==> config.mk <==
export PLATFORM = sky130hd
export DESIGN_NAME = cpu_alu_with_flags_core
export DESIGN_NICKNAME = d
export VERILOG_FILES = /design/src/rtl/calu_pkg.sv /design/src/rtl/calu_exec.sv /design/src/rtl/cpu_alu_with_flags_core.sv
export VERILOG_INCLUDE_DIRS = /design/src /design/src/rtl
export SDC_FILE = /design/constraint.sdc
export NUM_CORES = 1
export LEC_CHECK = 0
export BUFFER_PORTS_ARGS = -buffer_cell sky130_fd_sc_hd__buf_4
export CAP_MARGIN = 0
export CORE_MARGIN = 2
export CORE_UTILIZATION = 35
export CTS_CLUSTER_DIAMETER = 200
export DETAILED_ROUTE_END_ITERATION = 12
export GPL_TIMING_DRIVEN = 0
export PLACE_DENSITY = 0.6
export SLEW_MARGIN = 20
export SYNTH_ARGS = -nofsm -noshare
export SYNTH_HDL_FRONTEND = slang
export SYNTH_SLANG_ARGS = --single-unit
==> constraint.sdc <==
create_clock -name clk -period 4.32 [get_ports clk]
set_clock_uncertainty 0.15 [all_clocks]
set_input_delay 0.864 -clock clk [delete_from_list [all_inputs] [get_ports clk]]
set_output_delay 0.864 -clock clk [all_outputs]
set_load 0.02 [all_outputs]
==> src/rtl/assert_macros.svh <==
// Assertion macros used by the ALU top level, cpu_alu_with_flags_core.
// No dependencies; each macro expects clk and rst_n in the enclosing module.
`ifndef ASSERT_MACROS_SVH
`define ASSERT_MACROS_SVH

// Antecedent in one cycle implies consequent in the next cycle.
`define ASSERT_NEXT(lbl, ante, cons) \
    lbl: assert property (@(posedge clk) disable iff (!rst_n) (ante) |=> (cons)) \
        else $error("next-cycle check failed");

// Antecedent implies consequent in the same cycle.
`define ASSERT_SAME(lbl, ante, cons) \
    lbl: assert property (@(posedge clk) disable iff (!rst_n) (ante) |-> (cons)) \
        else $error("same-cycle check failed");

`endif

==> src/rtl/calu_pkg.sv <==
// Package for the 8-bit CPU ALU: operation codes, flag positions and item types.
// No dependencies; used by calu_exec and cpu_alu_with_flags_core.
package calu_pkg;

    localparam logic [4:0] CMD_ADD   = 5'd0;
    localparam logic [4:0] CMD_ADC   = 5'd1;
    localparam logic [4:0] CMD_SUB   = 5'd2;
    localparam logic [4:0] CMD_SBC   = 5'd3;
    localparam logic [4:0] CMD_CP    = 5'd4;
    localparam logic [4:0] CMD_AND   = 5'd5;
    localparam logic [4:0] CMD_OR    = 5'd6;
    localparam logic [4:0] CMD_XOR   = 5'd7;
    localparam logic [4:0] CMD_INC   = 5'd8;
    localparam logic [4:0] CMD_DEC   = 5'd9;
    localparam logic [4:0] CMD_BIT   = 5'd10;
    localparam logic [4:0] CMD_RL    = 5'd11;
    localparam logic [4:0] CMD_RR    = 5'd12;
    localparam logic [4:0] CMD_RLC   = 5'd13;
    localparam logic [4:0] CMD_RRC   = 5'd14;
    localparam logic [4:0] CMD_SLA   = 5'd15;
    localparam logic [4:0] CMD_SRA   = 5'd16;
    localparam logic [4:0] CMD_SRL   = 5'd17;
    localparam logic [4:0] CMD_SWAP  = 5'd18;
    localparam logic [4:0] CMD_ADDW  = 5'd19;
    localparam logic [4:0] CMD_ADDSP = 5'd20;

    // Bit positions inside the four-bit flag word.
    localparam int FLAG_Z = 3;
    localparam int FLAG_N = 2;
    localparam int FLAG_H = 1;
    localparam int FLAG_C = 0;

    typedef struct packed {
        logic [4:0]  cmd;
        logic [7:0]  acc_in;
        logic [3:0]  flags_in;
        logic [15:0] value_a;
        logic [15:0] value_b;
        logic [2:0]  bit_index;
    } item_t;

    typedef struct packed {
        logic [15:0] result;
        logic [3:0]  flags;
    } res_t;

endpackage

==> src/rtl/calu_exec.sv <==
// Combinational execute logic of the ALU: one operation and its new flags.
// Depends on calu_pkg for operation codes, flag positions and item types.
module calu_exec (
    input  calu_pkg::item_t item,
    output calu_pkg::res_t  res
);

    logic [7:0]  acc;
    logic [7:0]  r8;
    logic [7:0]  n8;
    logic        cin;
    logic        use_c;
    logic [8:0]  add9;
    logic [4:0]  add_h;
    logic [8:0]  sub9;
    logic [4:0]  sub_h;
    logic [16:0] addw17;
    logic [12:0] addw_h;
    logic [15:0] sp16;
    logic [4:0]  sp_h;
    logic [8:0]  sp_c;
    logic [7:0]  inc8;
    logic [7:0]  dec8;

    assign acc   = item.acc_in;
    assign r8    = item.value_a[7:0];
    assign n8    = item.value_b[7:0];
    assign cin   = item.flags_in[calu_pkg::FLAG_C];
    assign use_c = ((item.cmd == calu_pkg::CMD_ADC) || (item.cmd == calu_pkg::CMD_SBC)) & cin;

    // Shared adders; the carry-in is used only by adc and sbc.
    assign add9   = {1'b0, acc} + {1'b0, n8} + {8'd0, use_c};
    assign add_h  = {1'b0, acc[3:0]} + {1'b0, n8[3:0]} + {4'd0, use_c};
    assign sub9   = {1'b0, acc} - {1'b0, n8} - {8'd0, use_c};
    assign sub_h  = {1'b0, acc[3:0]} - {1'b0, n8[3:0]} - {4'd0, use_c};
    assign addw17 = {1'b0, item.value_a} + {1'b0, item.value_b};
    assign addw_h = {1'b0, item.value_a[11:0]} + {1'b0, item.value_b[11:0]};
    assign sp16   = item.value_a + {{8{n8[7]}}, n8};
    assign sp_h   = {1'b0, item.value_a[3:0]} + {1'b0, n8[3:0]};
    assign sp_c   = {1'b0, item.value_a[7:0]} + {1'b0, n8};
    assign inc8   = r8 + 8'd1;
    assign dec8   = r8 - 8'd1;

    always_comb
    begin
        logic [7:0] b8;
        logic       z;
        logic       n;
        logic       h;
        logic       c;
        logic       byte_op;

        b8      = acc;
        n       = 1'b0;
        h       = 1'b0;
        c       = 1'b0;
        byte_op = 1'b1;
        res.result = {8'd0, acc};
        res.flags  = item.flags_in;
        case (item.cmd)
            calu_pkg::CMD_ADD, calu_pkg::CMD_ADC:
            begin
                b8 = add9[7:0];
                h  = add_h[4];
                c  = add9[8];
            end
            calu_pkg::CMD_SUB, calu_pkg::CMD_SBC, calu_pkg::CMD_CP:
            begin
                b8 = sub9[7:0];
                n  = 1'b1;
                h  = sub_h[4];
                c  = sub9[8];
            end
            calu_pkg::CMD_AND:
            begin
                b8 = acc & n8;
                h  = 1'b1;
            end
            calu_pkg::CMD_OR:  b8 = acc | n8;
            calu_pkg::CMD_XOR: b8 = acc ^ n8;
            calu_pkg::CMD_INC:
            begin
                b8 = inc8;
                h  = (r8[3:0] == 4'hf);
                c  = cin;
            end
            calu_pkg::CMD_DEC:
            begin
                b8 = dec8;
                n  = 1'b1;
                h  = (r8[3:0] == 4'h0);
                c  = cin;
            end
            calu_pkg::CMD_BIT:
            begin
                b8 = r8;
                h  = 1'b1;
                c  = cin;
            end
            calu_pkg::CMD_RL:
            begin
                b8 = {r8[6:0], cin};
                c  = r8[7];
            end
            calu_pkg::CMD_RR:
            begin
                b8 = {cin, r8[7:1]};
                c  = r8[0];
            end
            calu_pkg::CMD_RLC:
            begin
                b8 = {r8[6:0], r8[7]};
                c  = r8[7];
            end
            calu_pkg::CMD_RRC:
            begin
                b8 = {r8[0], r8[7:1]};
                c  = r8[0];
            end
            calu_pkg::CMD_SLA:
            begin
                b8 = {r8[6:0], 1'b0};
                c  = r8[7];
            end
            calu_pkg::CMD_SRA:
            begin
                b8 = {r8[7], r8[7:1]};
                c  = r8[0];
            end
            calu_pkg::CMD_SRL:
            begin
                b8 = {1'b0, r8[7:1]};
                c  = r8[0];
            end
            calu_pkg::CMD_SWAP: b8 = {r8[3:0], r8[7:4]};
            default: byte_op = 1'b0;
        endcase

        // The bit test sets Z from the selected bit, the other byte operations from the byte.
        if (item.cmd == calu_pkg::CMD_BIT)
        begin
            z = ~r8[item.bit_index];
        end
        else
        begin
            z = (b8 == 8'd0);
        end

        if (byte_op)
        begin
            // Compare leaves the accumulator as it was.
            res.result = (item.cmd == calu_pkg::CMD_CP) ? {8'd0, acc} : {8'd0, b8};
            res.flags  = {z, n, h, c};
        end
        else if (item.cmd == calu_pkg::CMD_ADDW)
        begin
            res.result = addw17[15:0];
            res.flags  = {item.flags_in[calu_pkg::FLAG_Z], 1'b0, addw_h[12], addw17[16]};
        end
        else if (item.cmd == calu_pkg::CMD_ADDSP)
        begin
            res.result = sp16;
            res.flags  = {1'b0, 1'b0, sp_h[4], sp_c[8]};
        end
    end

endmodule

==> src/rtl/cpu_alu_with_flags_core.sv <==
// Top level of the 8-bit CPU ALU with Z/N/H/C flags.
// done is registered from the stage-one valid bit: it rises in the cycle after stage one takes an operation in.
// Throughput: one operation per cycle; busy is always low, so start may stay high.
// The result and flags stay on the ports until the next result is loaded; done marks when they are new.
// Reset (rst_n, asynchronous, active low) clears the valid bits of both stages.
// Depends on calu_pkg, calu_exec and assert_macros.svh.
module cpu_alu_with_flags_core (
    input  logic        clk,
    input  logic        rst_n,
    input  logic        start,
    output logic        busy,
    input  logic [4:0]  cmd,
    input  logic [7:0]  acc_in,
    input  logic [3:0]  flags_in,
    input  logic [15:0] value_a,
    input  logic [15:0] value_b,
    input  logic [2:0]  bit_index,
    output logic        done,
    output logic [15:0] result,
    output logic [3:0]  flags_out
);

`include "assert_macros.svh"

    // Stage one holds the operation as it was transferred in. Stage two
    // holds the finished result. Each stage has a valid bit that reset
    // clears; the payload registers are loaded without reset.
    logic            in_vld_reg;
    logic            in_vld_next;
    calu_pkg::item_t item_reg;
    calu_pkg::item_t item_next;
    calu_pkg::res_t  exec_res;
    logic            out_vld_reg;
    calu_pkg::res_t  res_reg;

    // The datapath is shallow enough that every stage advances every
    // cycle, so the block never has to hold off a new transfer.
    assign busy = 1'b0;

    always_comb
    begin
        in_vld_next = start & ~busy;
        item_next   = item_reg;
        if (in_vld_next)
        begin
            item_next.cmd       = cmd;
            item_next.acc_in    = acc_in;
            item_next.flags_in  = flags_in;
            item_next.value_a   = value_a;
            item_next.value_b   = value_b;
            item_next.bit_index = bit_index;
        end
    end

    always_ff @(posedge clk or negedge rst_n)
    begin
        if (!rst_n)
        begin
            in_vld_reg  <= 1'b0;
            out_vld_reg <= 1'b0;
        end
        else
        begin
            in_vld_reg  <= in_vld_next;
            out_vld_reg <= in_vld_reg;
        end
    end

    always_ff @(posedge clk)
    begin
        item_reg <= item_next;
        if (in_vld_reg)
        begin
            res_reg <= exec_res;
        end
    end

    // All arithmetic, logic, shift and flag work sits in this one block.
    calu_exec u_exec (
        .item (item_reg),
        .res  (exec_res)
    );

    assign done      = out_vld_reg;
    assign result    = res_reg.result;
    assign flags_out = res_reg.flags;

    `ASSERT_NEXT(a_start_loads, start, in_vld_reg)
    `ASSERT_NEXT(a_stage_done, in_vld_reg, done)
    `ASSERT_NEXT(a_no_spurious_done, !in_vld_reg, !done)
    `ASSERT_NEXT(a_cp_keeps_acc, in_vld_reg && (item_reg.cmd == calu_pkg::CMD_CP), result == {8'd0, $past(item_reg.acc_in)})

endmodule
=== Yosys cells after proc, flatten, opt, wreduce, memory -nomap -nowiden ===
Index checks and enable logic that the tools add are counted.

* Shift-type cells: 0
* Multiply operators: 0
* Add/sub/neg operators: 15
* Reductions and logical operators: 12
* $lt $le $gt $ge: 1
* Mux-type cells: 12
* Divide/modulo/power cells: 0
* Bitwise logic cells: 5
* Equality and inequality tests: 21

{| class="wikitable"
|+ Operator list
! operator !! count
|-
| one-hot mux 8 bit (16 select lines) || 1
|-
| two-way mux 20 bit || 3
|-
| == test 5 x 4 -> 1 bit (second input constant) || 8
|-
| == test 5 bit (second input constant) || 5
|-
| == test 5 x 3 -> 1 bit (second input constant) || 4
|-
| OR reduction 19 bit || 1
|-
| adder 8 x 8 -> 9 bit || 2
|-
| adder 16 x 16 -> 17 bit || 1
|-
| adder 16 bit || 1
|-
| adder 12 x 12 -> 13 bit || 1
|-
| adder 4 x 4 -> 5 bit || 2
|-
| == test 5 x 2 -> 1 bit (second input constant) || 2
|-
| one-hot mux 1 bit (5 select lines) || 2
|-
| adder 9 x 1 -> 9 bit || 1
|-
| OR reduction 3 bit || 3
|-
| subtractor 8 x 8 -> 9 bit || 1
|-
| subtractor 9 x 1 -> 9 bit || 1
|-
| adder 8 x 1 -> 8 bit (second input constant) || 1
|-
| AND 8 bit || 1
|-
| logical NOT 8 bit || 1
|-
| two-way mux 8 bit || 1
|-
| OR 8 bit || 1
|-
| OR reduction 4 bit || 2
|-
| subtractor 8 x 1 -> 8 bit (second input constant) || 1
|-
| other kinds (15) || 19
|}

* Word-level logic and storage cells: 76
* RAM bits: 0
* Latch bits: 0
* Bits in read-only memories: 0
* Register bits after elaboration: 74
* Memories kept: 0
* Output and inout bits: 22
* Input port bits: 55

=== Logic depth before layout (Yosys ltp) ===
* Depth after elaboration: 8
* Mapped depth: 17

=== Hierarchy ===
From an unflattened synthesis, not the netlist that was laid out.

* Cells, all modules: 576
* Area total of the unflattened synthesis: 5894.4 sq um

{| class="wikitable"
|+ By module, submodules not included
! module !! sequential area each (sq um) !! cells each !! times used !! area each (sq um)
|-
| calu_exec || 0.0 || 500 || 1 || 3671.0
|-
| cpu_alu_with_flags_core || 2212.1 || 76 || 1 || 2223.4
|}

=== Least setup slack after synthesis ===
No wires, ideal clock.

* Kind: flip-flop to flip-flop
* Start: register item_reg[49] in the netlist's numbering
* End: register res_reg (netlist bit flags_out[3]) (data pin)
* Data required time: 4005 ps
* Cell stages (with the launch flop): 13
* Setup slack: 491 ps
* Library setup time: 165 ps
* Arrival time: 3514 ps
* Cells stage by stage: edfxtp_1 -> buf_4 -> buf_2 -> nor4_1 -> ha_1 -> a21oi_1 -> o21ai_0 -> xnor2_1 -> o22ai_1 -> a2111oi_0 -> a21oi_1 -> or4_1 -> o31ai_2

{| class="wikitable"
|+ RTL lines
! element !! line !! text
|-
| from (decl) || cpu_alu_with_flags_core.sv:30 || <nowiki>calu_pkg::item_t item_reg;</nowiki>
|-
| from (signal assigned) || cpu_alu_with_flags_core.sv:71 || <nowiki>item_reg <= item_next;</nowiki>
|-
| to (signal assigned) || cpu_alu_with_flags_core.sv:74 || <nowiki>res_reg <= exec_res;</nowiki>
|-
| to (decl) || cpu_alu_with_flags_core.sv:34 || <nowiki>calu_pkg::res_t res_reg;</nowiki>
|}

==> flow_metrics.env <==
export IMPL_ys_seq_area_frac=0.390
export IMPL_grt_ovfl_total=0
export IMPL_ys_warn_count=0
export IMPL_drt_wl_total_um=17400
export IMPL_drtIter0Drc=471
export IMPL_syn_inst=558
export IMPL_cp_required_ns=4.27
export IMPL_dr_pass1_iters=5
export IMPL_io_pins=77
export IMPL_synth_distinct_cells=74
export IMPL_cts_root_buffer="clkbuf_16"
export IMPL_clock_sinks=74
export IMPL_synth_area_leaders="edfxtp_1, ha_1, a21oi_1"
export IMPL_pwr_share_seq=0.377
export IMPL_via_per_inst=5.67
export IMPL_power_density_nw_per_um2=362
export IMPL_multi_input_area_um2=3280
export IMPL_antenna_found_initial=0
export IMPL_max_freq_mhz=238
export IMPL_clockBufferDepth=2
export IMPL_grt_pass1_vias=4798
export IMPL_slew_viol_final=0
export IMPL_rows=46
export IMPL_rrSetupSlack_ns=0.11
export IMPL_tightest_slew_ns=1.19
export IMPL_largest_reg_flops=52
export IMPL_p_leak_uw=0.00274
export IMPL_synthesis_area_um2=5670
export IMPL_power_share_switching=0.332
export IMPL_hold_viol_final=0
export IMPL_critPathMaxStageDelay_ns=0.47
export IMPL_start_util=0.357
export IMPL_slew_headroom=0.197
export IMPL_synth_main_ff_cell="edfxtp_1"
export IMPL_rsz0062_at_grt="false"
export IMPL_die_y_um=131
export IMPL_end_kind="flip-flop"
export IMPL_drc=0
export IMPL_combPwrFrac=0.321
export IMPL_ant_nets=0
export IMPL_core_area_um2=15900
export IMPL_final_common_cell="buf_4"
export IMPL_crit_arrival_ns=4.16
export IMPL_area_growth_pct=20.7
export IMPL_gp_congestion=0.912
export IMPL_power_switching_uw=821
export IMPL_htree_levels=3
export IMPL_critPathBufInv=2
export IMPL_critPathLaunchType="flip-flop"
export IMPL_numPortBuffers=75
export IMPL_syn_area_per_cell_um2=10.2
export IMPL_clk_latency_ns=0.35
export IMPL_fp_dieW_um=131
export IMPL_die_area_um2=17200
export IMPL_nFillCells=1568
export IMPL_nets=763
export IMPL_crit_fanout=19
export IMPL_fin_hold_ws_ns=0.137
export IMPL_wl_per_cell_um=20.1
export IMPL_crit_chain="buf_2, clkbuf_4, nor3_1, nand3_1, fa_1, ha_1, a211oi_2, o21ai_0, a21o_1, a21oi_1, xor2_1, nor2_1, o32a_1, o21a_1"
export IMPL_final_cell_mix="buf_4, edfxtp_1, ha_1"
export IMPL_outcome="complete, no violations"
export IMPL_min_period_ns=4.21
export IMPL_fin_util=0.431
export IMPL_cts_setup_buffers=0
export IMPL_irDropWorstVdd_v=0.000201
export IMPL_cts_buffers=9
export IMPL_netlist_area_leader_share=0.381
export IMPL_instances_no_fill=864
export IMPL_grt_pass1_wl_um=26900
export IMPL_antenna_cells=0
export IMPL_setup_viol=0
export IMPL_crit_path_top_delay_cell="fa_1"
export IMPL_dp_cells=849
export IMPL_synth_seq_cells=74
export IMPL_yosysTopAreaCell="edfxtp_1"
export IMPL_async_flop_share=0.0270
export IMPL_cts_hold_buf=0
export IMPL_vias=4903
export IMPL_synth_edf_count=72
export IMPL_drive_above_1_share=0.187
export IMPL_timing_final_crit_share=0.974
export IMPL_worstSetupPathType="reg -> reg"
export IMPL_regArea_um2=2210
export IMPL_grt_start_max_net_pins=54
export IMPL_pwr_share_clk=0.302
export IMPL_grtUsageTotal=0.202
export IMPL_drv_cap=0
export IMPL_post_dp_hpwl_um=12800
export IMPL_internal_power_uw=1650
export IMPL_syn_nets=678
export IMPL_hp_class="in -> async"
export IMPL_crit_family="compound AO/OA/AOI/OAI gates"
export IMPL_tritoncts="built"
export IMPL_clk_pin_slew_ns=0.06
[synthesized netlist by cell type (all sizes together) (3+ instances only)]
library cell	count
nand4	4
a22oi	11
buf	10
fa	6
o31ai	4
inv	35
a221oi	7
nand3	10
a21oi	35
nor3	14
clkbuf	8
o21ai	34
and2	6
nand2b	4
nor2b	6
and3	8
nor2	35
a211oi	9
o211ai	6
a2111oi	5
o21a	9
o22ai	16
or2	4
a31oi	6
ha	59
nand2	29
o32a	3
edfxtp	72
a21o	8
nor4	9
xor2	18
xnor2	20
[metal layers]
metal	part of all wire	wire [µm]	global-route usage
met4	0.026	452	0.0707
met3	0.073	1260	0.0482
met2	0.45	7820	0.312
met1	0.45	7830	0.277
met5	0	0	0
[worst register-to-register path, delay by kind of cell (launching register included)]
kind                     cells  cell delay (ns)
AO/OA/AOI/OAI                6             1.48
XOR/XNOR                     1             0.16
adder cells (fa/ha/maj)      2             0.80
buffers and inverters        2             0.47
flip-flops                   1             0.42
AND/OR/NAND/NOR              3             0.49
[metrics by stage]
| step | total power, µW | setup WS (ns) | TNS [ns] | instance area (µm²) |
|---|---|---|---|---|
| floorplan | 1460 | 0.491 | 0 | 5670 |
| global placement | 1710 | -0.228 | -0.337 | 6500 |
| detailed placement | 1720 | -0.0579 | -0.0736 | 6530 |
| CTS | 2470 | 0.0581 | 0 | 6820 |
| global route | 2600 | 0.000502 | 0 | 6840 |
| finish | 2480 | 0.113 | 0 | 6840 |
[path summary, 6_finish.rpt]
check | startpoint | endpoint | depth (start not counted)
setup / recovery | item_reg[51]$_DFFE_PP_ | result[7]$_DFFE_PP_ | 14
hold / removal | rst_n | done$_DFF_PN0_ | 1
setup reg to reg | item_reg[51]$_DFFE_PP_ | result[7]$_DFFE_PP_ | 14
hold reg to reg | item_reg[38]$_DFFE_PP_ | flags_out[3]$_DFFE_PP_ | 2
max in group asynchronous | rst_n | in_vld_reg$_DFF_PN0_ | 1
min in group clk | item_reg[38]$_DFFE_PP_ | flags_out[3]$_DFFE_PP_ | 2
[area by class of cell]
class | instances | share of cell area
multi-input cells | 430 | 0.479
clock inverters | 5 | 0.00823
repair buffers | 75 | 0.0823
flip-flops and latches | 74 | 0.323
well taps | 216 | 0.0395
clock buffers | 11 | 0.0340
plain buffers | 17 | 0.0141
inverters | 36 | 0.0197
[power groups by stage]
stage          Sequential [µW]  Clock, µW  Combinational, µW
4_1_cts                    933        760                781
6_report                   934        748                794
3_3_place_gp               946          0                760
2_1_floorplan              952          0                510
3_5_place_dp               947          0                774
5_1_grt                    941        794                869
[timing repair]
| action | CTS | global route |
|---|---|---|
| pin swaps | 0 | 1 |
| setup endpoints to repair | 2 | 2 |
| resized for setup | 2 | 5 |
[logic make-up after synthesis]
group / after synthesis / share of synthesized area
XOR/XNOR: 38 / 0.0587
multiplexers: 4 / 0.0117
AO/OA/AOI/OAI: 180 / 0.220
AND/OR/NAND/NOR: 142 / 0.127
adder cells (fa/ha/maj): 65 / 0.151
other: 1 / 0.000661
buffers and inverters: 54 / 0.0410
flip-flops: 74 / 0.390
Note: power is estimated with default switching activity, not from simulation.
